===== src/sv/assert_macros.svh =====
// Assertion macros used by the sorted list controller.
`ifndef ASSERT_MACROS_SVH
`define ASSERT_MACROS_SVH

// Property that must hold at every clock edge outside reset.
`define SLI_ASSERT_ALWAYS(label, clk, rst_n, prop, msg) \
    label: assert property (@(posedge clk) disable iff (!rst_n) (prop)) else $error(msg);

// Antecedent in one cycle implies the consequent in the next cycle.
`define SLI_ASSERT_NEXT(label, clk, rst_n, ante, cons, msg) \
    label: assert property (@(posedge clk) disable iff (!rst_n) (ante) |=> (cons)) else $error(msg);

`endif


===== src/sv/sli_pkg.sv =====
// Package with codes, widths and shared types for the sorted list.
`timescale 1ns / 1ps
`default_nettype none
package sli_pkg;

    localparam int DEPTH_DEFAULT = 64;

    localparam int FUNC_W  = 2;
    localparam int VALUE_W = 32;
    localparam int INDEX_W = 6;
    localparam int COUNT_W = 7;
    localparam int STAT_W  = 2;

    // Operation codes.
    localparam logic [FUNC_W-1:0] OP_INSERT = 2'd0;
    localparam logic [FUNC_W-1:0] OP_DELETE = 2'd1;
    localparam logic [FUNC_W-1:0] OP_READ   = 2'd2;

    // Status codes.
    localparam logic [STAT_W-1:0] ST_OK        = 2'd0;
    localparam logic [STAT_W-1:0] ST_FULL      = 2'd1;
    localparam logic [STAT_W-1:0] ST_NOT_FOUND = 2'd2;
    localparam logic [STAT_W-1:0] ST_RANGE     = 2'd3;

    // Broadcast from the controller to every cell.
    typedef struct packed {
        logic                       ins;
        logic                       del;
        logic signed [VALUE_W-1:0]  value;
        logic [INDEX_W-1:0]         index;
    } cell_ctl_t;

    // Summary gathered from the row of cells.
    typedef struct packed {
        logic                       found;
        logic signed [VALUE_W-1:0]  rd_value;
    } row_sum_t;

endpackage
`default_nettype wire


===== src/sv/sli_cell.sv =====
// One cell of the sorted row: holds a single entry and shifts with its neighbours.
`timescale 1ns / 1ps
`default_nettype none
module sli_cell #(
    parameter int CELL = 0,
    parameter int CW   = 7
) (
    input  wire logic                                 aclk,
    input  wire sli_pkg::cell_ctl_t                   ctl,
    input  wire logic [CW-1:0]                        count,
    input  wire logic                                 left_claim,
    input  wire logic                                 left_lt,
    input  wire logic signed [sli_pkg::VALUE_W-1:0]   left_data,
    input  wire logic signed [sli_pkg::VALUE_W-1:0]   right_data,
    output logic signed [sli_pkg::VALUE_W-1:0]        data,
    output logic                                      claim,
    output logic                                      lt,
    output logic                                      match,
    output logic signed [sli_pkg::VALUE_W-1:0]        rd_word
);

    localparam int MW = CW + sli_pkg::INDEX_W;

    logic signed [sli_pkg::VALUE_W-1:0] data_reg;
    logic signed [sli_pkg::VALUE_W-1:0] data_next;
    logic                               valid;

    // The entry is live when its position lies below the count.
    assign valid = (CW'(CELL) < count);

    // Insert position is the first cell that is empty or holds a greater value.
    assign claim = !valid || (ctl.value < data_reg);
    assign lt    = valid && (data_reg < ctl.value);
    // First equal entry: its left neighbour is smaller, or it is the head.
    assign match = valid && (data_reg == ctl.value) && left_lt;

    // Read word is zero unless this cell is the one addressed.
    assign rd_word = (valid && ({{CW{1'b0}}, ctl.index} == MW'(CELL))) ?
                     data_reg : '0;

    // Shift up on insert, shift down on delete from the removed entry onwards.
    always_comb begin
        data_next = data_reg;
        if (ctl.ins) begin
            if (left_claim) begin
                data_next = left_data;
            end else if (claim) begin
                data_next = ctl.value;
            end
        end else if (ctl.del && !lt) begin
            data_next = right_data;
        end
    end

    always_ff @(posedge aclk) begin
        data_reg <= data_next;
    end

    assign data = data_reg;

endmodule
`default_nettype wire


===== config.mk =====
export PLATFORM = sky130hd
export DESIGN_NAME = sli_cell
export DESIGN_NICKNAME = d
export VERILOG_FILES = /design/src/sv/assert_macros.svh /design/src/sv/sli_pkg.sv /design/src/sv/sli_cell.sv
export SDC_FILE = /design/constraint.sdc
export NUM_CORES = 1
export LEC_CHECK = 0
export BUFFER_PORTS_ARGS = -buffer_cell sky130_fd_sc_hd__buf_4
export CELL_PAD_IN_SITES_DETAIL_PLACEMENT = 0
export CELL_PAD_IN_SITES_GLOBAL_PLACEMENT = 1
export CORE_UTILIZATION = 30
export CTS_CLUSTER_DIAMETER = 30
export CTS_CLUSTER_SIZE = 14
export DETAILED_ROUTE_END_ITERATION = 7
export GPL_TIMING_DRIVEN = 0
export PLACE_DENSITY_LB_ADDON = 0.1
export REMOVE_ABC_BUFFERS = 1
export SETUP_SLACK_MARGIN = 0.1
export SLEW_MARGIN = 0
export SYNTH_ARGS = -nofsm -noshare
export SYNTH_HDL_FRONTEND = slang
export SYNTH_SLANG_ARGS = --single-unit

===== constraint.sdc =====
create_clock -name aclk -period 8.85 [get_ports aclk]
set_input_delay 1.3275 -clock aclk [delete_from_list [all_inputs] [get_ports aclk]]
set_output_delay 1.3275 -clock aclk [all_outputs]
set_load 0.05 [all_outputs]

# Yosys cells after proc, flatten, opt, wreduce, memory -nomap -nowiden

Index checks and enable logic that the tools add are counted.
W data, S select, Z words.

Muxes and demuxes: 5
Multipliers: 0
Reduce and logical (&&, ||, !) cells: 11
Div/mod/pow operators: 0
Bitwise gates (word level): 0
Add/sub/neg operators: 0
Shifts and indexed selects: 0
Order comparisons: 3
Equality and inequality tests: 2

Operators with widths:

| cell                 | count |
|---|---|
| $mux W32             | 5 |
| $lt A32 B32 Y1       | 2 |
| $eq A32 B32 Y1       | 1 |
| $lt A1 B7 Y1 const A | 1 |
| $logic_not A6 Y1     | 1 |
| $logic_and A1 B1 Y1  | 5 |
| $ne A3 B1 Y1 const B | 1 |
| $logic_not A1 Y1     | 2 |
| $reduce_and A2 Y1    | 1 |
| $reduce_bool A2 Y1   | 1 |
| $logic_or A1 B1 Y1   | 1 |

Input port bits: 114
Memories: 0
Latch bits: 0
Logic and storage cells: 22
Output and inout bits: 67
Register bits after elaboration: 32
RAM bits: 0
ROM bits: 0

# Depth between registers and ports, before layout

Depth in word-level cells: 6
Mapped depth: 9
Depth with buffers taken out: 9

# Worst setup path after synthesis

No wires, ideal clock.

Path kind: input to register
Start point: input ctl[31] (netlist bit)
End point: register data_reg (netlist bit data[0]), enable pin
Arrival time: 5636 ps
Stages on the path: 9
Setup slack: 2742 ps
Cell sequence: inv_1 > ha_1 > a21o_1 > a221o_1 > a221oi_2 > o21ai_1 > o21ai_1 > nand2_1 > o32ai_1

Cells in the longest elaborated chain, start to end: 6

Ends and longest elaborated chain:

| element                      | line           | text |
|---|---|---|
| start, declared              | sli_cell.sv:9  | `input wire sli_pkg::cell_ctl_t ctl,` |
| $lt A32 B32 Y1               | sli_cell.sv:33 | `assign lt = valid && (data_reg < ctl.value);` |
| $logic_and A1 B1 Y1          | sli_cell.sv:33 |  |
| net lt                       | sli_cell.sv:17 | `output logic lt,` |
| $logic_not A1 Y1             | sli_cell.sv:50 | `end else if (ctl.del && !lt) begin` |
| $logic_and A1 B1 Y1          | sli_cell.sv:50 |  |
| $reduce_bool A2 Y1 (no line) | n/a            |  |
| $reduce_and A2 Y1 (no line)  | n/a            |  |
| end signal, assigned         | sli_cell.sv:56 | `data_reg <= data_next;` |
| end, declared                | sli_cell.sv:24 | `logic signed [sli_pkg::VALUE_W-1:0] data_reg;` |

The timed path passes the listed nets, and every way through them passes these cells.
A chain may end at the register's enable or synchronous reset.

# Worst setup path in the final report

Start point: input ctl[31] (netlist bit)
End point: output lt

Cells in the longest elaborated chain, start to end: 2

Ends and longest elaborated chain:

| element             | line |
|---|---|
| $lt A32 B32 Y1      | sli_cell.sv:33 |
| $logic_and A1 B1 Y1 | sli_cell.sv:33 |
| end, declared       | sli_cell.sv:17 |

Every way passes these cells.

==> flow_summary_export.csv <==
group,metric,value,unit
status,status,"complete, no violations",
synthesis,synth_ff_type,"edfxtp_1",
critical_path,cpMostUsedCell,"buf_4",
routing,vias_per_cell,4.66,
place,hpwlAfterDp,6290,µm
timing,setup_tns,0,ns
cells_and_area,final_cell_area,0.00429,mm²
critical_path,slowest_delay,0.39,ns
synthesis,synth_cell_types,30,
place,gp_congestion,0.687,
cells_and_area,fin_util,49.0,%
synthesis,ys_ff_latch,32,
clock_network,cts-htree-levels,2,
clock_network,clockBufferDepth,2,
hold_path,hold_depth,6,
routing,ant_nets,0,
clock_network,cts_hold_buf,0,
timing,relSlewSlack,30.4,%
flow_run,drv_cap,0,
synthesis,post-synth-top-area-cell,"edfxtp_1",
power,combPwrFrac,44.9,%
power,pwr-share-seq,36.1,%
clock_network,cts_resized,0,
die,dieArea,0.00946,mm²
clock_network,cts_root_buffer,"clkbuf_8",
critical_path,worstSetupPathType,"in -> out",
critical_path,worstRegToRegCells,9,
die,die_w,97.3,µm
clock_network,post_cts_buffers,0,
power,p_leak,2.21,nW
routing,drc,0,
clock_network,cts_tree,"done",
synthesis,ys_warn_count,0,
critical_path,crit_path_end_kind,"output port",
synthesis,async_flop_share,0,%
critical_path,slowest_stage,"or3_4",
critical_path,r2r_slack,5.80,ns
critical_path,timing.rr.start,"data[25]",
routing,dr.pass1.iters,4,
grt,antenna_found_initial,0,
synthesis,synthCells,302,
critical_path,r2r_end,"data[6]",
synthesis,synth_edf_count,32,
routing,post_drt_wl_per_cell,13.7,µm
synthesis,yosysTopAreaCellShare,35.3,%
timing,finalCriticalPeriod,4.76,ns
die,pin_count,181,
timing,finalSetupViolCount,0,
cells_and_area,area_delta_synth_final,57.6,%
cells_and_area,layout-drive-gt1-share,40.3,%
cells_and_area,fin_nets,623,
synthesis,syn_area_per_cell,9.02,µm²
die,core,0.00876,mm²
critical_path,arrival,3.43,ns
cells_and_area,largest_reg_flops,32,
grt,grt_pass1_wl,12600,µm
die,placement_rows,34,
timing,rsz0062_at_grt,"false",
die,fp.dieH,97.3,µm
place,dp.cells,578,
hold_path,hp-class,"reg -> reg",
clock_network,cts-buffers-inserted,5,
synthesis,syn_area,0.00272,mm²
clock_network,clkLatencyLatePin,0.28,ns
place,numPortBuffers,180,
power,ir_drop,0.0671,mV
timing,finClkSkew,0.00455,ns
grt,grt_remaining_overflow,0,
routing,vias,2724,
power,swShare,39.0,%
critical_path,crit_fanout,3,
power,p_per_area,135,mW/mm²
hold_path,min_from,"data[31]",
timing,slew_violations,0,
clock_network,cts_sinks,32,
grt,grt_max_degree,67,
timing,hold_viol,0,
hold_path,hold_path_end,"data[30]",
timing,setup_ws,4.09,ns
cells_and_area,finalNonFillerCells,585,
timing,worst_pin_slew,1.04,ns
power,switching_power,0.226,mW
clock_network,clkTransAtPathRegs,0.07,ns
critical_path,critPathLaunchType,"input port",
critical_path,cp.required,7.52,ns
synthesis,yosysSeqAreaShare,35.3,%
critical_path,cp_cell_sequence,"buf_4 > inv_1 > ha_1 > a21o_1 > a221o_1 > a221oi_2 > o21ai_1 > or3_4 > nand2_1 > buf_4",
power,internal-power,0.352,mW
place,place_ws,4.09,ns
synthesis,synthTopCellsByArea,"edfxtp_1, ha_1, mux2i_1, a21oi_1, and2_1",
timing,fmax,210,MHz
power,pwr-share-clk,19.0,%
grt,grt_use_total,16.6,%
routing,drt_iter0_drc,33,
routing,routed_wl,8030,µm
timing,period_share,53.8,%
grt,grt_pass1_vias,2608,
power,finalPower,0.578,mW
die,start_util,31.1,%
place,placed_area,0.00422,mm²
timing,holdWs,1.27,ns
cells_and_area,antennaDiodeCount,0,
[synthesized netlist by cell type (all sizes together), types with 3 or more instances]
| cell | instances |
|---|---|
| and2 | 33 |
| edfxtp | 32 |
| mux2i | 32 |
| buf | 3 |
| o21ai | 5 |
| nand3 | 4 |
| a21oi | 45 |
| nand2 | 8 |
| nor2 | 35 |
| a21o | 4 |
| nand4 | 5 |
| ha | 32 |
| inv | 34 |
| clkbuf | 11 |
| and4 | 4 |
[kinds of logic after synthesis]
logic type	count (synthesis)	synth area share [%]
mux	32	11.8
buf+inv	48	6.75
fa+ha+maj	32	14.7
simple gates	97	18.6
flops	32	35.3
compound gates	61	12.9
[worst max-delay path, delay by kind of cell]
kind	cells	cell delay, ns
AO/OA/AOI/OAI	4	0.92
adder cells (fa/ha/maj)	1	0.30
buffers and inverters	3	0.35
AND/OR/NAND/NOR	2	0.54
[layout make-up]
cell class              instances  area [µm²]
well taps                     108         135
fillers                       890        4470
flip-flops and latches         32         961
inverters                      34         128
repair buffers                182        1390
clock buffers                   6        72.6
clock inverters                 1        5.00
multi-input cells             222        1600
[cell usage in the layout, fill, tap and decap left out, types with 2 or more instances in the layout]
cell type    n
inv_1       34
nand2_1      8
a21oi_1     44
clkbuf_8     5
ha_1        32
buf_4      180
o21ai_0      3
nand3_1      4
and4_1       4
nor2_1      35
edfxtp_1    32
a21o_1       4
o21ai_1      2
nor4_1       2
nor3_1       2
and3_1       2
and2_1      32
nand4_1      5
mux2i_1     32
[routing by layer]
metal  up-vias  GRT usage, %  wire length (µm)
met3         2          4.75               606
met1      1209          20.1              3390
met2        95          29.4              4000
met5         -             0                 0
met4         0          3.39                36
li1       1418             -                 -
[worst max path at each step]
stage / end / slack, ns / cells after the start / startpoint
after floorplan: data[0] / 2.74 / 9 / ctl[31]
final: lt / 4.09 / 10 / ctl[31]
after CTS: lt / 4.07 / 10 / ctl[31]
after detailed placement: lt / 4.09 / 10 / ctl[31]
after global placement: data[22] / 1.06 / 10 / ctl[31]
after global routing: lt / 3.97 / 10 / ctl[31]
[power groups by stage]
| stage | registers [mW] | clock network, mW | logic, mW |
|---|---|---|---|
| after floorplan | 0.274 | 0 | 0.0854 |
| after global placement | 0.215 | 0 | 0.251 |
| after detailed placement | 0.213 | 0 | 0.262 |
| after CTS | 0.209 | 0.115 | 0.263 |
| after global routing | 0.212 | 0.120 | 0.280 |
| final | 0.209 | 0.110 | 0.259 |
Power figures use the tool's default switching activity.
