### src/sv/assert_macros.svh
// Assertion macros used by the sorted list controller.
`ifndef ASSERT_MACROS_SVH
`define ASSERT_MACROS_SVH

// Property that must hold at every clock edge outside reset.
`define SLI_ASSERT_ALWAYS(label, clk, rst_n, prop, msg) \
    label: assert property (@(posedge clk) disable iff (!rst_n) (prop)) else $error(msg);

// Antecedent in one cycle implies the consequent in the next cycle.
`define SLI_ASSERT_NEXT(label, clk, rst_n, ante, cons, msg) \
    label: assert property (@(posedge clk) disable iff (!rst_n) (ante) |=> (cons)) else $error(msg);

`endif

### src/sv/sli_pkg.sv
// Package with codes, widths and shared types for the sorted list.
`timescale 1ns / 1ps
`default_nettype none
package sli_pkg;

    localparam int DEPTH_DEFAULT = 64;

    localparam int FUNC_W  = 2;
    localparam int VALUE_W = 32;
    localparam int INDEX_W = 6;
    localparam int COUNT_W = 7;
    localparam int STAT_W  = 2;

    // Operation codes.
    localparam logic [FUNC_W-1:0] OP_INSERT = 2'd0;
    localparam logic [FUNC_W-1:0] OP_DELETE = 2'd1;
    localparam logic [FUNC_W-1:0] OP_READ   = 2'd2;

    // Status codes.
    localparam logic [STAT_W-1:0] ST_OK        = 2'd0;
    localparam logic [STAT_W-1:0] ST_FULL      = 2'd1;
    localparam logic [STAT_W-1:0] ST_NOT_FOUND = 2'd2;
    localparam logic [STAT_W-1:0] ST_RANGE     = 2'd3;

    // Broadcast from the controller to every cell.
    typedef struct packed {
        logic                       ins;
        logic                       del;
        logic signed [VALUE_W-1:0]  value;
        logic [INDEX_W-1:0]         index;
    } cell_ctl_t;

    // Summary gathered from the row of cells.
    typedef struct packed {
        logic                       found;
        logic signed [VALUE_W-1:0]  rd_value;
    } row_sum_t;

endpackage
`default_nettype wire

### src/sv/sli_ctrl.sv
// Request decode, entry count and result register of the sorted list.
`timescale 1ns / 1ps
`default_nettype none
`include "assert_macros.svh"
module sli_ctrl #(
    parameter int DEPTH = sli_pkg::DEPTH_DEFAULT,
    parameter int CW    = 7
) (
    input  wire logic                                 aclk,
    input  wire logic                                 aresetn,
    input  wire logic                                 in_valid,
    output logic                                      in_ready,
    input  wire logic [sli_pkg::FUNC_W-1:0]           func,
    input  wire logic signed [sli_pkg::VALUE_W-1:0]   value,
    input  wire logic [sli_pkg::INDEX_W-1:0]          index,
    input  wire sli_pkg::row_sum_t                    sum,
    output sli_pkg::cell_ctl_t                        ctl,
    output logic [CW-1:0]                             count,
    output logic                                      out_valid,
    input  wire logic                                 out_ready,
    output logic signed [sli_pkg::VALUE_W-1:0]        out_read_value,
    output logic [sli_pkg::COUNT_W-1:0]               out_entry_count,
    output logic [sli_pkg::STAT_W-1:0]                out_status
);

    logic                                 accept;
    logic                                 full;
    logic                                 idx_ok;
    logic                                 ins;
    logic                                 del;
    logic [CW-1:0]                        count_reg;
    logic [CW-1:0]                        count_next;
    logic [CW+sli_pkg::COUNT_W-1:0]       count_wide;
    logic [sli_pkg::STAT_W-1:0]           status_next;
    logic signed [sli_pkg::VALUE_W-1:0]   rd_next;
    logic                                 out_valid_reg;
    logic                                 out_valid_next;
    logic signed [sli_pkg::VALUE_W-1:0]   rd_reg;
    logic [sli_pkg::COUNT_W-1:0]          ecount_reg;
    logic [sli_pkg::STAT_W-1:0]           status_reg;

    // A new word enters when the result register is free or being drained.
    assign in_ready = !out_valid_reg || out_ready;
    assign accept   = in_valid && in_ready;

    assign full   = (count_reg == CW'(DEPTH));
    assign idx_ok = ({{CW{1'b0}}, index} < {{sli_pkg::INDEX_W{1'b0}}, count_reg});

    // Decode the request into a status and the cell strobes.
    always_comb begin
        status_next = sli_pkg::ST_OK;
        rd_next     = '0;
        ins         = 1'b0;
        del         = 1'b0;
        case (func)
            sli_pkg::OP_INSERT: begin
                if (full) begin
                    status_next = sli_pkg::ST_FULL;
                end else begin
                    ins = accept;
                end
            end
            sli_pkg::OP_DELETE: begin
                if (sum.found) begin
                    del = accept;
                end else begin
                    status_next = sli_pkg::ST_NOT_FOUND;
                end
            end
            sli_pkg::OP_READ: begin
                if (idx_ok) begin
                    rd_next = sum.rd_value;
                end else begin
                    status_next = sli_pkg::ST_RANGE;
                end
            end
            default: begin
                status_next = sli_pkg::ST_OK;
            end
        endcase
    end

    // Count follows the accepted insert or delete.
    always_comb begin
        count_next = count_reg;
        if (ins) begin
            count_next = count_reg + 1'b1;
        end else if (del) begin
            count_next = count_reg - 1'b1;
        end
    end

    assign count_wide = {{sli_pkg::COUNT_W{1'b0}}, count_next};

    assign out_valid_next = accept || (out_valid_reg && !out_ready);

    always_ff @(posedge aclk) begin
        if (!aresetn) begin
            count_reg     <= '0;
            out_valid_reg <= 1'b0;
        end else begin
            count_reg     <= count_next;
            out_valid_reg <= out_valid_next;
        end
    end

    // Result payload is loaded with each accepted word.
    always_ff @(posedge aclk) begin
        if (accept) begin
            rd_reg     <= rd_next;
            ecount_reg <= count_wide[sli_pkg::COUNT_W-1:0];
            status_reg <= status_next;
        end
    end

    assign ctl.ins   = ins;
    assign ctl.del   = del;
    assign ctl.value = value;
    assign ctl.index = index;

    assign count           = count_reg;
    assign out_valid       = out_valid_reg;
    assign out_read_value  = rd_reg;
    assign out_entry_count = ecount_reg;
    assign out_status      = status_reg;

    `SLI_ASSERT_ALWAYS(a_count_bound, aclk, aresetn, count_reg <= CW'(DEPTH), "count above depth")
    `SLI_ASSERT_NEXT(a_ins_grows, aclk, aresetn, ins, count_reg == CW'($past(count_reg) + 1'b1), "insert did not grow the count")
    `SLI_ASSERT_NEXT(a_full_status, aclk, aresetn, accept && func == sli_pkg::OP_INSERT && status_next == sli_pkg::ST_FULL, count_reg == CW'(DEPTH) && status_reg == sli_pkg::ST_FULL, "full refusal with room left")

endmodule
`default_nettype wire

### config.mk
export PLATFORM = sky130hd
export DESIGN_NAME = sli_ctrl
export DESIGN_NICKNAME = d
export VERILOG_FILES = /design/src/sv/sli_pkg.sv /design/src/sv/sli_ctrl.sv
export VERILOG_INCLUDE_DIRS = /design/src /design/src/sv
export SDC_FILE = /design/constraint.sdc
export NUM_CORES = 1
export LEC_CHECK = 0
export BUFFER_PORTS_ARGS = -buffer_cell sky130_fd_sc_hd__buf_2
export CORE_MARGIN = 2
export CORE_UTILIZATION = 34
export CTS_BUF_LIST = sky130_fd_sc_hd__clkbuf_4 sky130_fd_sc_hd__clkbuf_8 sky130_fd_sc_hd__clkbuf_16
export DETAILED_ROUTE_END_ITERATION = 12
export GPL_TIMING_DRIVEN = 0
export PLACE_DENSITY_LB_ADDON = 0.2
export SETUP_SLACK_MARGIN = 0.15
export SYNTH_ARGS = -nofsm -noshare
export SYNTH_HDL_FRONTEND = slang
export SYNTH_SLANG_ARGS = --single-unit
### constraint.sdc
create_clock -name aclk -period 3.3 [get_ports aclk]
set_clock_uncertainty 0.2 [all_clocks]
set_input_delay 0.495 -clock aclk [delete_from_list [all_inputs] [get_ports aclk]]
set_output_delay 0.495 -clock aclk [all_outputs]
set_load 0.1 [all_outputs]
-- Yosys cells after proc, flatten, opt, wreduce, memory -nomap -nowiden
Cells that the tools add are included.
- add/sub/neg operators: 2
- multipliers: 0
- div/mod/pow operators: 0
- $lt $le $gt $ge: 1
- equality and inequality tests: 3
- shift operators: 0
- muxes and demuxes: 10
- bitwise gates (word level): 0
- reduce and logical (&&, ||, !) cells: 8
- operators with widths (cell ; count):
    $mux W7 ; 2
    $add A7 B1 Y7 const B ; 1
    $eq A7 B7 Y1 const B ; 1
    $lt A6 B7 Y1 ; 1
    $sub A7 B1 Y7 const B ; 1
    $pmux W2 S3 ; 1
    $mux W1 ; 5
    $mux W2 ; 2
    $eq A2 B1 Y1 const B ; 1
    $eq A2 B2 Y1 const B ; 1
    $logic_and A1 B1 Y1 ; 2
    $logic_not A1 Y1 ; 2
    $logic_not A2 Y1 ; 1
    $logic_or A1 B1 Y1 ; 2
    $reduce_and A2 Y1 ; 1
- register bits: 49
- latch bits: 0
- RAM bits: 0
- ROM bits: 0
- input bits: 77
- output and inout port bits: 90
- logic and storage cells: 29
- memories: 0

-- Longest topological paths before layout
- depth in word-level cells: 7
- gate-level depth with buffers: 8
- gate-level depth less buffers: 6

-- Worst setup path after synthesis
Ideal clock, no wire load.
- path type: register -> register
- from: register out_valid_reg (netlist: out_valid)
- to: register ecount_reg (netlist bit out_entry_count[0]), enable pin
- library setup time: 0.444 ns
- arrival time: 2.977 ns
- data required time: 2.656 ns
- path slack: -0.321 ns
- cell stages (with the launch flop): 4
- path buffers: 1
- clock period less this slack: 3.621 ns
- cells stage by stage: dfxtp_1 -> nor2b_1 -> buf_4 -> nor2b_1
- cells in the longest elaborated chain, start to end: 3
- RTL lines (element ; line ; source):
    start: declaration ; sli_ctrl.sv:36 ; logic out_valid_reg;
    start signal: assignment ; sli_ctrl.sv:103 ; out_valid_reg <= out_valid_next;
    $logic_not A1 Y1 ; sli_ctrl.sv:43 ; assign in_ready = !out_valid_reg || out_ready;
    $logic_or A1 B1 Y1 ; sli_ctrl.sv:43 ;
    $logic_and A1 B1 Y1 ; sli_ctrl.sv:44 ; assign accept = in_valid && in_ready;
    named net accept ; sli_ctrl.sv:26 ; logic accept;
    end signal: assignment ; sli_ctrl.sv:111 ; ecount_reg <= count_wide[sli_pkg::COUNT_W-1:0];
    end: declaration ; sli_ctrl.sv:39 ; logic [sli_pkg::COUNT_W-1:0] ecount_reg;
The timed path passes the listed nets, and every way through them passes these cells.
A chain may end at the register's enable or synchronous reset.

-- Worst setup path in the final report
- from: register count_reg[0] (netlist: count[0])
- to: output port ctl[39] (netlist bit)
- cells in the longest elaborated chain, start to end: 3
- RTL lines (element ; line ; source):
    start: declaration ; sli_ctrl.sv:31 ; logic [CW-1:0] count_reg;
    start signal: assignment ; sli_ctrl.sv:102 ; count_reg <= count_next;
    $eq A7 B7 Y1 ; sli_ctrl.sv:46 ; assign full = (count_reg == CW'(DEPTH));
    $mux W1 ; sli_ctrl.sv:57 ; if (full) begin
    $mux W1 ; sli_ctrl.sv:55 ; case (func)
    end: declaration ; sli_ctrl.sv:17 ; output sli_pkg::cell_ctl_t ctl,
No other way between the ends.

==> reports/metrics.csv <==
metric,value,unit
clk slew on worst S/H paths,0.09,ns
via density per instance,4.362,
Slew @ Worst Pin,0.5111,ns
Power Internal,1143,uW
number of nets in the layout,454,
fraction of power consumed by the clock network,0.268,
initial standard-cell utilization of the core,0.3464,
via count of the first global-routing pass,1923,
sum of negative setup slack,0,ns
post-synthesis cell type count,44,
top area cells in the synthesized netlist,"sky130_fd_sc_hd__edfxtp_1, sky130_fd_sc_hd__buf_4, sky130_fd_sc_hd__and2_1",
GPL Wtd Cong,0.8497,
Vias,2059,
Final Instance Count excl. Fillers,472,
final critical-path setup slack,0.5392,ns
tightest slew margin relative to the limit,0.6616,
"reg-to-reg slack, setup",1.05,ns
Remaining DRCs,0,
Worst Hold Class,in -> reg,
total track usage,0.1281,
Post-Route WL,5401,um
IO Pins,167,
CTS tree,yes,
placed wire-length estimate after detailed placement,4316,um
final critical path time including I/O delays and setup,2.761,ns
achievable frequency,362.2,MHz
leakage,0.001735,uW
critical path capture point type,output port,
average wire per cell in the routed design,11.44,um
Gate Count Post-Synth,227,
CTS max path bufs,2,
fraction of the mapped netlist area in simple logic gates,0.1956,
clock buffers created by TritonCTS,5,
core region area,7607,um2
detailed route wirelength on metal2,2584,um
source of the worst register-to-register timing path,count[5]$_SDFF_PN0_,
P_sw,754.9,uW
final-report max-slew violation count,0,
latest clock arrival within the worst-skew pair,0.30,ns
"Arr. time, crit path",2.07,ns
status,finished clean,
sequential cell area fraction in the yosys report,0.5280,
number of nets with antenna violations after routing,0,
number of failing setup endpoints in the final timing report,0,
number of port buffers,134,
sequential power share,0.380,
Total Die Area,8470,um2
combinational family with the most area after synthesis,simple AND/OR/NAND/NOR gates,
number of rows in the core area,32,
highest-delay cell along the critical path,sky130_fd_sc_hd__dfxtp_1,
cell area power density,527.4,nW/um2
number of antenna violations at the first check in global routing,0,
Hold Path Cell Cnt,3,
die width,92.04,um
Max Used Layer,met4,
area of the mapped netlist,2635,um2
net switching fraction of the power,0.3978,
ordered cell list for the critical path,"inv_1, ha_1, nand4_1, nand2_1, nor2_1, buf_4, buf_2",
RSZ-0062 raised after global routing,false,
"most common cell after layout, fill and taps aside",sky130_fd_sc_hd__buf_2,
post-synthesis net count,312,
biggest area consumer among synthesized cells,sky130_fd_sc_hd__edfxtp_1,
overall overflow remaining after global route,0,
post-synthesis share of cell area spent on xor and xnor gates,0.01662,
worst IR drop on VDD,0.2127,mV
number of cell instances on the worst register-to-register path,7,
number of buffers inserted by hold repair at cts,0,
number of synthesis warnings,0,
total clock sinks,49,
maximum cell stage delay along the critical path,0.51,ns
Adder-Cell Fraction of Synth Area,0.03799,
wire length of the first global-routing pass,8673,um
count of buffers added by post-CTS timing repair for setup,0,
kind of launch point of the worst setup path,flip-flop,
combinational power share,0.353,
#FFs+latches synth,49,
Resize count post-CTS,0,
Final Hold Viols,0,
Worst Hold Launch,aresetn,
Inst Count DP,464,
post-synthesis to final-layout area growth,36.56,%
number of violations of the max-capacitance limit,0,
DR WL met3,562,um
Met1 Routed Length,2206,um
CP Data Required Time,2.60,ns
number of flip-flops under the largest register name,32,
H-Tree Depth,2,
root buffer cell,sky130_fd_sc_hd__clkbuf_8,
Crit Path Category,reg -> out,
drt pass-1 iters,4,
final period utilization,0.8366,
share of the synthesized area in the top cell type,0.4672,
number of violations reported at the end of detailed-routing iteration 0,28,
capture endpoint of the worst hold path,count[6]$_SDFF_PN0_,
Synth Area per Inst,11.61,um2
antenna cell count,0,
pin count of the biggest net entering global routing,35,
layout cells sized above 1,0.5459,
mux contribution to synthesized area,0.01899,
worst flop-to-flop path endpoint,out_read_value[19]$_SDFFCE_PN0N_,
overall die height,92.04,um
"worst slack, placed",0.8399,ns
worst-case hold slack,0.2521,ns
share of the synthesized area in compound gates (AO/OA/AOI/OAI),0.05033,
most frequent cells in the layout,"sky130_fd_sc_hd__buf_2, sky130_fd_sc_hd__buf_4, sky130_fd_sc_hd__edfxtp_1",
CP max FO,8,
==> final cells by class <==
type | instances | area, um2
Fill cell | 730 | 4009
Buffer | 51 | 371.6
Tap cell | 102 | 127.6
Clock buffer | 5 | 68.82
Sequential cell | 49 | 1391
Timing Repair Buffer | 135 | 690.7
Multi-Input combinational cell | 119 | 849.6
Clock inverter | 3 | 68.82
Inverter | 8 | 30.03
==> power by group through the flow <==
stage	Combinational (uW)	Clock [uW]	Sequential [uW]
final	670	508	721
after global placement	667	0	737
after detailed placement	673	0	735
after floorplan	309	0	994
after CTS	674	526	721
after global routing	697	549	725
==> cell families after synthesis <==
| group | after synthesis |
|---|---|
| xor+xnor | 5 |
| mux | 5 |
| fa+ha+maj | 8 |
| flops | 49 |
| buf+inv | 59 |
| compound gates | 18 |
| simple gates | 83 |
==> critical path, delay by kind of cell, from the launching register on <==
family	cells	cell delay, ns
adder cells (fa/ha/maj)	1	0.23
buffers and inverters	3	0.65
flip-flops	1	0.51
AND/OR/NAND/NOR	3	0.38
==> stage by stage <==
| stage | total power [uW] | util | area (um2) |
|---|---|---|---|
| after floorplan | 1304 | - | 2638 |
| after global placement | 1403 | 0.4516 | 3436 |
| after detailed placement | 1408 | 0.4549 | 3461 |
| after CTS | 1922 | 0.4730 | 3598 |
| after global routing | 1971 | 0.4730 | 3598 |
| final | 1898 | 0.4730 | 3598 |
==> Yosys cell counts (all sizes together) <==
master / number
a41o: 1
nor4b: 1
o21ai: 3
clkbuf: 2
nand3b: 1
dfxtp: 8
inv: 8
a21oi: 4
or3: 3
mux2i: 5
a32oi: 1
buf: 49
or2: 1
a211oi: 1
nor2: 7
nand2b: 4
xnor2: 5
and2: 32
nor4: 6
and4b: 1
o2bb2ai: 1
a21o: 1
edfxtp: 41
nand3: 1
a31oi: 3
nand2: 14
or2b: 1
nor2b: 5
nand4: 3
a41oi: 1
nor3: 2
nand4b: 1
ha: 8
o221a: 1
o22a: 1
==> worst max path at each step <==
stage                    startpoint                               to  slack, ns
2_1_floorplan  out_valid$_SDFF_PN0_     out_entry_count[0]$_DFFE_PN_       0.47
3_3_place_gp              out_ready  out_read_value[3]$_SDFFCE_PN0N_       0.25
3_5_place_dp                func[1]                          ctl[38]       0.84
4_1_cts         count[0]$_SDFF_PN0_                          ctl[39]       0.53
5_1_grt         count[0]$_SDFF_PN0_                          ctl[39]       0.31
6_report        count[0]$_SDFF_PN0_                          ctl[39]       0.54
==> layer usage <==
metal / vias up / track usage
met5: - / 0
met4: 0 / 0.03483
met3: 5 / 0.03287
met2: 118 / 0.2243
met1: 911 / 0.1563
li1: 1025 / -
No activity file was read; power rests on OpenSTA's default activity.
